**config.mk**
```make
export PLATFORM = sky130hd
export DESIGN_NAME = lss_front
export DESIGN_NICKNAME = d
export VERILOG_FILES = /design/src/rtl/lss_pkg.sv /design/src/rtl/lss_front.sv
export SDC_FILE = /design/constraint.sdc
export NUM_CORES = 1
export LEC_CHECK = 0
export ABC_AREA = 1
export BUFFER_PORTS_ARGS = -buffer_cell sky130_fd_sc_hd__buf_2
export CORE_AREA = 2 2 60 62
export DETAILED_ROUTE_END_ITERATION = 8
export DIE_AREA = 0 0 62 64
export PLACE_DENSITY = 0.81
export SLEW_MARGIN = 15
export SYNTH_ARGS = -nofsm -noshare
export SYNTH_HDL_FRONTEND = slang
export SYNTH_SLANG_ARGS = --single-unit
```
**constraint.sdc**
```tcl
create_clock -name vclk -period 0.8
set_clock_uncertainty 0.05 [all_clocks]
set_input_delay 0.16 -clock vclk [all_inputs]
set_output_delay 0.16 -clock vclk [all_outputs]
set_load 0.05 [all_outputs]
```
**src/rtl/lss_pkg.sv**
```systemverilog
// shared types, action and status codes for the key/value lifo stack
package lss_pkg;

   localparam int DEPTH_DEFAULT     = 256;
   localparam int MAX_BURST_DEFAULT = 64;

   localparam int ACTION_W = 3;
   localparam int STATUS_W = 3;
   localparam int DATA_W   = 32;
   localparam int COUNT_W  = 9;

   localparam logic [COUNT_W-1:0] CAP_RESET = 9'd256;

   localparam logic [ACTION_W-1:0] ACT_PUSH        = 3'd0;
   localparam logic [ACTION_W-1:0] ACT_PUSH_UNIQUE = 3'd1;
   localparam logic [ACTION_W-1:0] ACT_POP         = 3'd2;
   localparam logic [ACTION_W-1:0] ACT_MULTI_POP   = 3'd3;
   localparam logic [ACTION_W-1:0] ACT_PEEK        = 3'd4;
   localparam logic [ACTION_W-1:0] ACT_SEARCH      = 3'd5;
   localparam logic [ACTION_W-1:0] ACT_REVERSE     = 3'd6;
   localparam logic [ACTION_W-1:0] ACT_CLEAR       = 3'd7;

   localparam logic [STATUS_W-1:0] ST_OK       = 3'd0;
   localparam logic [STATUS_W-1:0] ST_EMPTY    = 3'd1;
   localparam logic [STATUS_W-1:0] ST_FULL     = 3'd2;
   localparam logic [STATUS_W-1:0] ST_DUP      = 3'd3;
   localparam logic [STATUS_W-1:0] ST_NOTFOUND = 3'd4;

   typedef struct packed {
      logic [ACTION_W-1:0]      action;
      logic signed [DATA_W-1:0] key;
      logic [DATA_W-1:0]        value;
      logic [COUNT_W-1:0]       count;
   } cmd_type;

endpackage

```
**src/rtl/lss_front.sv**
```systemverilog
// request intake: decodes the action and clamps the burst count
module lss_front import lss_pkg::*; #(
   parameter int MAX_BURST = MAX_BURST_DEFAULT
) (
   input  logic                      req_valid,
   output logic                      req_ready,
   input  logic [ACTION_W-1:0]       req_action,
   input  logic signed [DATA_W-1:0]  req_entry_key,
   input  logic [DATA_W-1:0]         req_entry_value,
   input  logic [COUNT_W-1:0]        req_pop_count,
   output logic                      q_valid,
   input  logic                      q_ready,
   output cmd_type                   q_cmd
);

   localparam logic [COUNT_W-1:0] BURST = COUNT_W'(MAX_BURST);

   logic key_used;

   assign req_ready = q_ready;
   assign q_valid   = req_valid;

   always_comb begin
      key_used = 1'b0;
      unique case (req_action) inside
         ACT_PUSH, ACT_PUSH_UNIQUE, ACT_SEARCH: key_used = 1'b1;
         default: key_used = 1'b0;
      endcase
   end

   always_comb begin
      q_cmd.action = req_action;
      q_cmd.key    = key_used ? req_entry_key : '0;
      q_cmd.value  = key_used ? req_entry_value : '0;
      q_cmd.count  = '0;
      if (req_action == ACT_MULTI_POP) begin
         q_cmd.count = (req_pop_count > BURST) ? BURST : req_pop_count;
      end
   end

endmodule

```
* Word level (Yosys, flattened, before mapping)
Cells that the tools add are included.
** Storage, ports and cells
- Flip-flop bits (word level) :: 0
- Latch bits :: 0
- Memory bits (writable) :: 0
- Memory bits (read-only) :: 0
- Word-level logic and storage cells :: 11
- Memories kept :: 0
** Operators by class
- Add/subtract/negate cells :: 0
- Multiply operators :: 0
- Divide/modulo/power cells :: 0
- $lt $le $gt $ge :: 1
- Eq/ne operators :: 3
- Shifts and indexed selects :: 0
- Muxes and demuxes :: 5
- Bitwise operators :: 0
- Reductions and logical operators :: 2
** Operator list (number)
- 32-bit two-way mux :: 2
- 9-bit two-way mux :: 2
- 9-bit by 7-bit greater-than comparator with 1-bit output, second input constant :: 1
- 3-bit by 1-bit equality test with 1-bit output, second input constant :: 1
- 3-bit by 2-bit equality test with 1-bit output, second input constant :: 1
- 3-bit equality test, second input constant :: 1
- 3-bit logical NOT :: 1
- 3-bit OR reduction :: 1
- 1-bit two-way mux :: 1

* Longest topological paths before layout
- Depth in word-level cells :: 4
- Gate-level depth with buffers :: 5
- Depth with buffers taken out :: 5

* Least setup slack after synthesis
OpenSTA, ideal clock, no wires.
- Kind :: input -> output
- Start :: input req_action[1]
- End :: output q_cmd[10] (netlist bit)
- Arrival time :: 1245 ps
- Required time :: 590 ps
- Path slack :: -655 ps
- Stages on the path :: 4
- Cells stage by stage :: o21bai_1 buf_4 buf_6 nor2_1
** RTL lines
- start: declaration :: line lss_front.sv:7 : input logic [ACTION_W-1:0] req_action,
- end: declaration :: line lss_front.sv:13 : output cmd_type q_cmd

==> out/results.txt <==
Seq pwr share: 0%
Initial Util: 22.0%
Diodes inserted: 0
Routability Congestion: 0.715
Outcome: complete, but fails checks
Most frequent cells in the layout: buf_6, buf_2, inv_1
Netlist cell types: 8
Layout Nets: 398
Fmax: 801 MHz
Clock buf count: 0
DR vias: 1473
Placed cells: 358
Worst path max stage delay: 0.20 ns
Slowest cell on the critical path: o21bai_4
Comb power frac: 100.0%
Violated checks: negative setup slack
Drt pass-1 iters: 4
Final setup viols: 71
Layout fillers: 229
Leakage: 1.39 nW
Die span in y: 64 um
Max-Cap Viols: 0
Die Wd: 62 um
Startpoint types: input port
Final period util: 156%
Layout area overhead: 239%
Routed Antenna Nets: 0
Power Density: 764 nW/um^2
Initial antenna violation count: 0
Core Rows: 21
DR vias/cell: 4.05
Setup CP Type: in -> out
DP HPWL: 2.60 mm
Critical Path AT: 1.04 ns
First DRT Iteration DRCs: 55
Die area: 3970 sq um
Psw: 1.16 mW
Seq cells: 0
Final WL: 4.47 mm
PortBufs: 150
Yosys warnings: 0
Mapped Area: 722 sq um
Max VDD drop: 376 uV
Drt drc: 0
Reg area: 0 sq um
Seq/Total Area, Yosys: 0%
Cell Int Power: 712 uW
RSZ-0062 raised after global routing: yes
Crit-path cells: buf_8 > o21bai_4 > buf_12 > clkbuf_16 > nor2_4 > buf_8
Core footprint: 3280 sq um
Met2 WL: 2.73 mm
Hold buffers post-CTS: 0
Hold Violations, Final: 0
GRT Overall Usage: 17.1%
Fraction of layout cells with a size suffix above 1: 77.0%
Worst-path maximum fanout: 5
Avg WL per Cell: 12.3 um
Mapped Cells: 171
Largest net degree at the start of global routing: 35
Setup WS pre-CTS: -0.492 ns
Top Metal Used: met4
Clock share of power: 0%
I/O pins: 156
First-pass GRT wire length: 5.40 mm
Leading cell type in the layout, fill and taps excluded: buf_6
Top cell by count, worst path: buf_8
Post-route setup slack: -0.448 ns
Sw frac: 61.9%
Number of global-route vias before repair: 1302
Min Hold Slack: 0.270 ns
Setup TNS: -27.69 ns
Min Tclk post-route: 1.25 ns
Non-filler cells, final: 364
CP required: 0.59 ns
Syn_area_per_cell: 4.22 sq um
Grt total ovfl: 0
Crit. End Element: output pin
Slew Limit Fails: 0
WL met1: 1.34 mm
HP Class: in -> out
WL met3: 328 um
==> kinds of logic (layout without fill, tap and decap cells) <==
| group | Yosys count | after routing | share of synthesized area, % |
|---|---|---|---|
| other | 1 | 2 | 0.519 |
| buffers and inverters | 81 | 227 | 52.5 |
| and+or+nand+nor | 87 | 87 | 45.2 |
| AOI/OAI and AO/OA | 2 | 2 | 1.73 |
==> repair_timing <==
action                                  CTS  global route
buffers inserted                          0             3
gates resized for setup                 146            41
pin swaps                                 8             6
endpoints found under the setup margin   73            71
cloned                                    0             3
==> synthesized netlist by cell type, drive strengths merged <==
cell | number | share of area, %
nor2 | 78 | 41
inv | 67 | 35
buf | 14 | 18
nand2 | 9 | 4.7
conb | 1 | 0.52
o21ai | 1 | 0.69
o21bai | 1 | 1.0
==> critical path, delay by kind of cell <==
family | cells | cell delay (ns)
compound gates | 1 | 0.20
simple gates | 1 | 0.11
buf+inv | 4 | 0.55
==> final cells by class <==
| type | instances | area, sq um | area share (%) |
|---|---|---|---|
| inverter | 67 | 251 | 10.3 |
| multi-input combinational | 91 | 688 | 28.1 |
| tap | 46 | 57.6 | 2.35 |
| timing repair buffer | 160 | 1450 | 59.2 |
==> worst paths after layout <==
path	startpoint	to	slack [ns]	depth (start not counted)
worst max-delay path	req_action[1]	q_cmd[69]	-0.45	6
worst min-delay path	req_valid	q_valid	0.27	0
==> routing by layer <==
layer | vias up | track usage [%]
li1 | 728 | -
met1 | 656 | 14.5
met2 | 81 | 38.4
met3 | 8 | 1.82
met4 | 0 | 2.13
met5 | - | 0
==> per-stage QoR <==
stage	instance area [sq um]	power, mW	util (%)
finish	2450	1.87	74.5
global route	2450	1.96	74.5
CTS	2190	1.68	66.6
detailed placement	1720	1.42	52.4
global placement	1720	1.41	52.4
floorplan	975	1.09	-
==> power by group through the flow <==
stage | clock network [mW] | registers [mW] | logic (mW)
3_3_place_gp | 0 | 0 | 1.41
2_1_floorplan | 0 | 0 | 1.09
5_1_grt | 0 | 0 | 1.96
3_5_place_dp | 0 | 0 | 1.42
6_report | 0 | 0 | 1.87
4_1_cts | 0 | 0 | 1.68
Power figures use the tool's default switching activity.
