`config.mk`:
```
export PLATFORM = sky130hd
export DESIGN_NAME = lss_queue
export DESIGN_NICKNAME = d
export VERILOG_FILES = /design/src/rtl/lss_pkg.sv /design/src/rtl/lss_queue.sv
export SDC_FILE = /design/constraint.sdc
export NUM_CORES = 1
export LEC_CHECK = 0
export BUFFER_PORTS_ARGS = -buffer_cell sky130_fd_sc_hd__buf_2
export CAP_MARGIN = 20
export CORE_MARGIN = 2
export CORE_UTILIZATION = 35
export DETAILED_ROUTE_END_ITERATION = 8
export PLACE_DENSITY_LB_ADDON = 0.25
export SLEW_MARGIN = 20
export SYNTH_ARGS = -nofsm -noshare
export SYNTH_HDL_FRONTEND = slang
export SYNTH_SLANG_ARGS = --single-unit
```
`constraint.sdc`:
```
create_clock -name clock -period 5.5 [get_ports clock]
set_input_delay 1.375 -clock clock [delete_from_list [all_inputs] [get_ports clock]]
set_output_delay 1.375 -clock clock [all_outputs]
set_load 0.005 [all_outputs]
```
`src/rtl/lss_pkg.sv`:
```
// shared types, action and status codes for the key/value lifo stack
package lss_pkg;

   localparam int DEPTH_DEFAULT     = 256;
   localparam int MAX_BURST_DEFAULT = 64;

   localparam int ACTION_W = 3;
   localparam int STATUS_W = 3;
   localparam int DATA_W   = 32;
   localparam int COUNT_W  = 9;

   localparam logic [COUNT_W-1:0] CAP_RESET = 9'd256;

   localparam logic [ACTION_W-1:0] ACT_PUSH        = 3'd0;
   localparam logic [ACTION_W-1:0] ACT_PUSH_UNIQUE = 3'd1;
   localparam logic [ACTION_W-1:0] ACT_POP         = 3'd2;
   localparam logic [ACTION_W-1:0] ACT_MULTI_POP   = 3'd3;
   localparam logic [ACTION_W-1:0] ACT_PEEK        = 3'd4;
   localparam logic [ACTION_W-1:0] ACT_SEARCH      = 3'd5;
   localparam logic [ACTION_W-1:0] ACT_REVERSE     = 3'd6;
   localparam logic [ACTION_W-1:0] ACT_CLEAR       = 3'd7;

   localparam logic [STATUS_W-1:0] ST_OK       = 3'd0;
   localparam logic [STATUS_W-1:0] ST_EMPTY    = 3'd1;
   localparam logic [STATUS_W-1:0] ST_FULL     = 3'd2;
   localparam logic [STATUS_W-1:0] ST_DUP      = 3'd3;
   localparam logic [STATUS_W-1:0] ST_NOTFOUND = 3'd4;

   typedef struct packed {
      logic [ACTION_W-1:0]      action;
      logic signed [DATA_W-1:0] key;
      logic [DATA_W-1:0]        value;
      logic [COUNT_W-1:0]       count;
   } cmd_type;

endpackage

```
`src/rtl/lss_queue.sv`:
```
// two-entry command queue between intake and executor
module lss_queue import lss_pkg::*; (
   input  logic    clock,
   input  logic    reset,
   input  logic    push_valid,
   output logic    push_ready,
   input  cmd_type push_data,
   output logic    pop_valid,
   input  logic    pop_ready,
   output cmd_type pop_data
);

   cmd_type    slot_ff [2];
   logic       wr_ptr_ff, wr_ptr_in;
   logic       rd_ptr_ff, rd_ptr_in;
   logic [1:0] cnt_ff, cnt_in;
   logic       do_push, do_pop;

   assign push_ready = (cnt_ff != 2'd2);
   assign pop_valid  = (cnt_ff != 2'd0);
   assign pop_data   = slot_ff[rd_ptr_ff];
   assign do_push    = push_valid && push_ready;
   assign do_pop     = pop_valid && pop_ready;

   always_comb begin
      wr_ptr_in = do_push ? ~wr_ptr_ff : wr_ptr_ff;
      rd_ptr_in = do_pop ? ~rd_ptr_ff : rd_ptr_ff;
      cnt_in    = cnt_ff + {1'b0, do_push} - {1'b0, do_pop};
   end

   always_ff @(posedge clock) begin
      if (reset) begin
         wr_ptr_ff <= 1'b0;
         rd_ptr_ff <= 1'b0;
         cnt_ff    <= 2'd0;
      end else begin
         wr_ptr_ff <= wr_ptr_in;
         rd_ptr_ff <= rd_ptr_in;
         cnt_ff    <= cnt_in;
      end
   end

   always_ff @(posedge clock) begin
      if (do_push) begin
         slot_ff[wr_ptr_ff] <= push_data;
      end
   end

endmodule

```
# == Yosys cells after proc, flatten, opt, wreduce, memory -nomap -nowiden ==
# Memories as Yosys holds them, arrays and structs flattened. A register that Yosys moved wholly into a read port is not among the register bits.
# Index checks and enable logic that the tools add are counted.
# word_totals
in_bits,80
ram_bits,152
memories,1
register_bits,4
output_inout_bits,78
rom_bits,0
elab_cells,16
latch_bits,0
# classes
n_addsub,2
magnitude_cmp,0
shift,0
div,0
eq_ne,1
multipliers,0
reduce_logical,3
bitwise_logic,2
muxes,4
# mem_list
memory,depth,width,read_ports,rd_ports_with_merged_regs,wr,line,source
slot_ff,2,76,1,1,1,lss_queue.sv:13,cmd_type slot_ff [2];
# op_table
op,n
$mux 1,4
$add 2x1->2,1
$logic_and 1x1->1,2
$ne 2x2->1 const B,1
$not 1->1,2
$reduce_bool 2->1,1
$sub 2x1->2,1

# == Depth between registers and ports, before layout ==
# Gate-level depths: netlist of the first run.
# logic_depth
depth_word,4
depth_mapped,8
mapped_depth_nobuf,8

# == Worst setup path after synthesis of the first run ==
# No wires, ideal clock.
# synth_path
kind,in2reg
start,input port push_valid
end,memory slot_ff[0][0] (netlist name) (enable)
setup_time_ns,0.511
required_ns,4.989
t_arrival_ns,4.630
path_buffers,0
path_stages,2
slack_ns,0.359
path_cell_list,nand2_1 -> nor2_1
# synth_between
elab_chain_len,3
# synth_lines
element,line,source
from (decl),lss_queue.sv:5,"input logic push_valid,"
$logic_and 1x1->1,lss_queue.sv:22,assign do_push = push_valid && push_ready;
$mux 1,lss_queue.sv:44,if (do_push) begin
$mux 1 (implied by the code),lss_queue.sv:45,slot_ff[wr_ptr_ff] <= push_data;
to (decl),lss_queue.sv:13,
# Every way passes these cells.

==> impl_metrics.ini, run 1 <==
[status]
status = completed

[yosys]
yosysUniqueCellTypes = 18
avgSynthCellArea_um2 = 22.6
synth.largest_area_cell = edfxtp_1
ys_seq_elements = 157
yosysSeqAreaShare = 0.795
synthTopCellsByCount = edfxtp_1 (152), mux2_4 (40), mux2_2 (37), dfxtp_1 (5), nor2_1 (5)
yosysMostFrequentCell = edfxtp_1
syn-num-nets = 342
yosys_warnings = 0
synth_area_um2 = 5870
synth_edf_count = 152
async_reset_ff_frac = 0
ys_top_cells_by_area = edfxtp_1 (78%), mux2_4 (10%), mux2_2 (7.1%)
synthFlopType = edfxtp_1
syn_inst = 260
yosysTopAreaCellShare = 0.778

[placed_design]
dpl.hpwl_um = 6480
portBuffers = 157
globalplace.congestion = 0.687
placed_cells = 631
pre_cts_ws_ns = 2.08

[cts]
ctsResizeCount = 0
clk_latency_ns = 0.41
cts_buffers = 17
clock_path_buffers = 2
holdBufCountCts = 0
cts_root_buffer = clkbuf_16
clkSinkCount = 157
h-tree-depth = 4
cts_tree = built
postCtsSetupRepairBufs = 0
clk_pin_slew_worst_paths_ns = 0.06

[grt]
overflow = 0
antenna_found_initial = 1
grt_util_all_layers = 0.117
grt_max_degree = 77
grt_pass1_wl_um = 15700
first_global_vias = 3126

[run]
cap_violations = 0

[floorplanning]
rows = 47
io_pins = 158
start_util = 0.356
die_w_um = 133
fp.coreArea_um2 = 16500
die_area_um2 = 17800
dieHeight_um = 133

[critical_path]
cp_max_fo = 61
worst-setup-path-type = register to primary output
start_kind = register
crit_arrival_ns = 2.38
r2r_cells = 4
endpoint_kind = primary output
worstPathRequired_ns = 4.12

[route]
drc = 0
drt-total-wl_um = 10300
num_vias = 2906
drt-wirelength-per-cell_um = 15.5
ant_nets = 0
drtPass1Iterations = 4
vias_per_cell = 4.38
drt_iter0_markers = 122

[final_layout]
nFillCells = 1464
layout-drive-gt1-share = 0.604
fin_cells = 664
finalNetCount = 513
area_delta_synth_final_pct = 28.1
multi_input_area_um2 = 1140
diodes = 0
regArea_um2 = 4670

[sta]
rsz0062_at_grt = no
worstMarginPinSlew_ns = 1.05
hold_ws_ns = 0.513
clock-skew-final_ns = 0.00670
setup_tns_ns = 0
final_max_slew_viol_count = 0
hold_viol = 0
timing.final.setup_violations = 0
min_period_over_period = 0.683
slew_headroom = 0.302
min_period_ns = 3.75
clock.fmax_mhz = 266
finalWorstSetupSlack_ns = 1.75

[power_and_ir_drop]
p_seq_frac = 0.469
total_power_mw = 3.44
powerDensity_nw_per_um2 = 458
power.switching_uw = 824
p_int_mw = 2.62
comb_power_share = 0.198
vdd_drop_max_mv = 0.237
p_leak_nw = 2.87
p_clk_frac = 0.333
sw_frac_of_total = 0.239

[worst_hold_path]
worstHoldPathType = register to register
min_delay_path_depth = 2
## critical path, stage by stage, from the launching register on
cell and delay, ns:
dfxtp_4 1.03, buf_4 0.42, mux2_2 0.37, buf_2 0.13
## cells in the final DEF (no fill, tap or decap), types with 3 or more instances in the layout
| cell | synthesis | layout |
|---|---|---|
| bufinv_16 | 0 | 3 |
| clkbuf_16 | 0 | 17 |
| clkinv_2 | 0 | 3 |
| clkinv_4 | 0 | 3 |
| edfxtp_1 | 152 | 152 |
| clkbuf_1 | 0 | 3 |
| nor2_1 | 5 | 4 |
| buf_2 | 3 | 157 |
| mux2_2 | 37 | 37 |
| dfxtp_1 | 5 | 4 |
| mux2_4 | 40 | 40 |
## state kept, by name, indices dropped and copies added, names as in the netlist, named ones only
register	cells
wr_ptr_ff	1
rd_ptr_ff	1
slot_ff	152
cnt_ff	2
## power by group through the flow
stage	logic, mW	registers [mW]	clock network (mW)
2_1_floorplan	0.486	1.57	0
3_3_place_gp	0.685	1.64	0
3_5_place_dp	0.692	1.65	0
4_1_cts	0.696	1.63	1.18
5_1_grt	0.743	1.64	1.22
6_report	0.680	1.62	1.15
## final timing paths
check                               start        endpoint  slack (ns)
worst max register to register  cnt_ff[0]  slot_ff[0][47]        3.33
worst min register to register  rd_ptr_ff        register        0.51
worst min-delay path            rd_ptr_ff        register        0.51
worst max-delay path             register    pop_data[24]        1.75
## per-stage QoR
stage               instance area, um2   util
CTS                               7490  0.455
global route                      7510  0.456
finish                            7510  0.456
detailed placement                6900  0.419
global placement                  6900  0.419
floorplan                         5870      -
## logic make-up (layout without fill, tap and decap cells)
logic type	after synthesis	in the layout	share of synthesized area
flip-flops	157	157	0.795
multiplexers	77	77	0.173
AND/OR/NAND/NOR	11	11	0.00917
buffers and inverters	9	193	0.0122
XOR/XNOR	3	3	0.00448
adder cells (fa/ha/maj)	2	2	0.00427
AO/OA/AOI/OAI	1	1	0.00128
## cell type report
class                           count  share of cell area
Tap cell                          220              0.0366
Timing Repair Buffer              160               0.112
Clock inverter                     12              0.0195
Sequential cell                   157               0.621
Clock buffer                       20              0.0581
Inverter                            1            0.000500
Multi-Input combinational cell     94               0.152
## layer usage
| layer | vias to the layer above | track usage | wire, um |
|---|---|---|---|
| met5 | - | 0 | 12 |
| met4 | 2 | 0.0532 | 181 |
| met3 | 13 | 0.0533 | 785 |
| met2 | 108 | 0.193 | 5040 |
| met1 | 1409 | 0.131 | 4250 |
| li1 | 1374 | - | - |
Power figures use the tool's default switching activity.
==> run 2: changes to the inputs <==
==> constraint.sdc (replaced) <==
create_clock -name clock -period 3.72 [get_ports clock]
set_input_delay 0.93 -clock clock [delete_from_list [all_inputs] [get_ports clock]]
set_output_delay 0.93 -clock clock [all_outputs]
set_load 0.005 [all_outputs]
==> run 2 against run 1 <==
Clock-buffer cell count unchanged. Clock skew up 0.0018 ns. First-iteration DRC count down 5.7%. Clock power up 43%. Cell area down 0.20%. Utilization down 0.091 points. Final cell count unchanged. Die area unchanged. Non-clock buffer count up 2. Global-route usage up 0.33 points. Largest power group unchanged.
==> impl_metrics.ini, run 2 (synthesis results as in run 1) <==
[placed_design]
place_area_um2 = 6940
globalplace.congestion = 0.653
dpl.hpwl_um = 6890
placed_cells = 634
portBuffers = 157
pre_cts_ws_ns = 1.13

[sta]
rsz0062_at_grt = no
clock.fmax_mhz = 336
min_period_ns = 2.98
clock-skew-final_ns = 0.00846
slew_headroom = 0.554
timing.final.setup_violations = 0
finalWorstSetupSlack_ns = 0.744
hold_viol = 0
worstMarginPinSlew_ns = 0.669
min_period_over_period = 0.800
setup_tns_ns = 0
final_max_slew_viol_count = 0

[cts]
postCtsSetupRepairBufs = 0
cts_tree = built
cts_root_buffer = clkbuf_16
clkSinkCount = 157
ctsResizeCount = 0
clock_path_buffers = 2
cts_buffers = 17
clk_pin_slew_worst_paths_ns = 0.06
h-tree-depth = 4
clk_latency_ns = 0.41
holdBufCountCts = 0

[worst_hold_path]
hp-start = rd_ptr_ff
worstHoldPathType = register to register

[critical_path]
cp-endpoint = pop_data[42]
start_kind = register
endpoint_kind = primary output
r2r_slack_ns = 1.97
reg2reg_to = slot_ff[1][5]
worstPathRequired_ns = 2.79
r2r_start = cnt_ff[0]
r2r_cells = 3
cp_max_fo = 37
crit_arrival_ns = 2.05
worst-setup-path-type = register to primary output

[final_layout]
largest_registers = slot_ff: 152 flops, cnt_ff: 2 flops
nFillCells = 1482
regMostFlops = slot_ff
final_cell_mix = buf_2 (157), edfxtp_1 (152), mux2_4 (40), mux2_2 (37), clkbuf_16 (17)
layout-drive-gt1-share = 0.601
largest_reg_flops = 152
diodes = 0
final_core_util = 0.455
design_area_um2 = 7500
finalNetCount = 515
final_common_cell = buf_2
fin_cells = 664
area_delta_synth_final_pct = 27.8

[grt]
overflow = 0
grt_use_met1 = 0.147
use_met2 = 0.195
grt_max_degree = 47
grt_util_all_layers = 0.121
antenna_found_initial = 0
first_global_vias = 3057
top_usage_layer = met2
grt_util_met3 = 0.0419
grt_pass1_wl_um = 16000

[route]
drt-total-wl_um = 10500
drtPass1Iterations = 4
num_vias = 2901
drt_iter0_markers = 115
vias_per_cell = 4.37
drc = 0
ant_nets = 0
drt-wirelength-per-cell_um = 15.8

[floorplanning]
io_pins = 158
dieHeight_um = 133
die_w_um = 133
start_util = 0.356
fp.coreArea_um2 = 16500
die_area_um2 = 17800
rows = 47

[status]
status = completed

[power_and_ir_drop]
p_leak_nw = 2.87
powerDensity_nw_per_um2 = 674
vdd_drop_max_mv = 0.402

[run]
cap_violations = 0
## run 2: worst max-delay path, cell delays in order, from the launching register on
cell and delay (ns):
dfxtp_4 0.77, buf_4 0.38, mux2_4 0.33, buf_2 0.13
## run 2: through the flow
step | hold slack, ns | power, mW
CTS | 0.528 | 5.14
finish | 0.520 | 5.05
floorplan | 0.481 | 3.04
detailed placement | 0.503 | 3.47
global placement | 0.497 | 3.45
global route | 0.588 | 5.30
## run 2: power breakdown
part	leakage [nW]	internal (mW)	switching (mW)	total, mW
Clock	0.272	1.04	0.618	1.65
Sequential	1.46	2.22	0.124	2.35
Combinational	1.14	0.599	0.450	1.05
Total	2.87	3.86	1.19	5.05
## run 2: how the worst min path moves through the flow
stage,cells after the start,slack [ns],end
final,2,0.52,register
after CTS,2,0.53,register
after floorplan,2,0.48,register
after global routing,2,0.59,register
after global placement,2,0.50,rd_ptr_ff
after detailed placement,2,0.50,register
## run 2: layout make-up
class,instances,area (um2),area share
clock buffers,20,437,0.0582
clock inverters,10,124,0.0165
inverters,1,3.75,0.000501
multi-input cells,94,1140,0.152
flip-flops and latches,157,4670,0.623
well taps,220,275,0.0367
repair buffers,162,848,0.113
## run 2: layer usage
| layer | vias to the layer above | part of all wire |
|---|---|---|
| met5 | - | 0 |
| met4 | 0 | 0.017 |
| met3 | 12 | 0.065 |
| met2 | 106 | 0.49 |
| met1 | 1409 | 0.43 |
| li1 | 1374 | - |
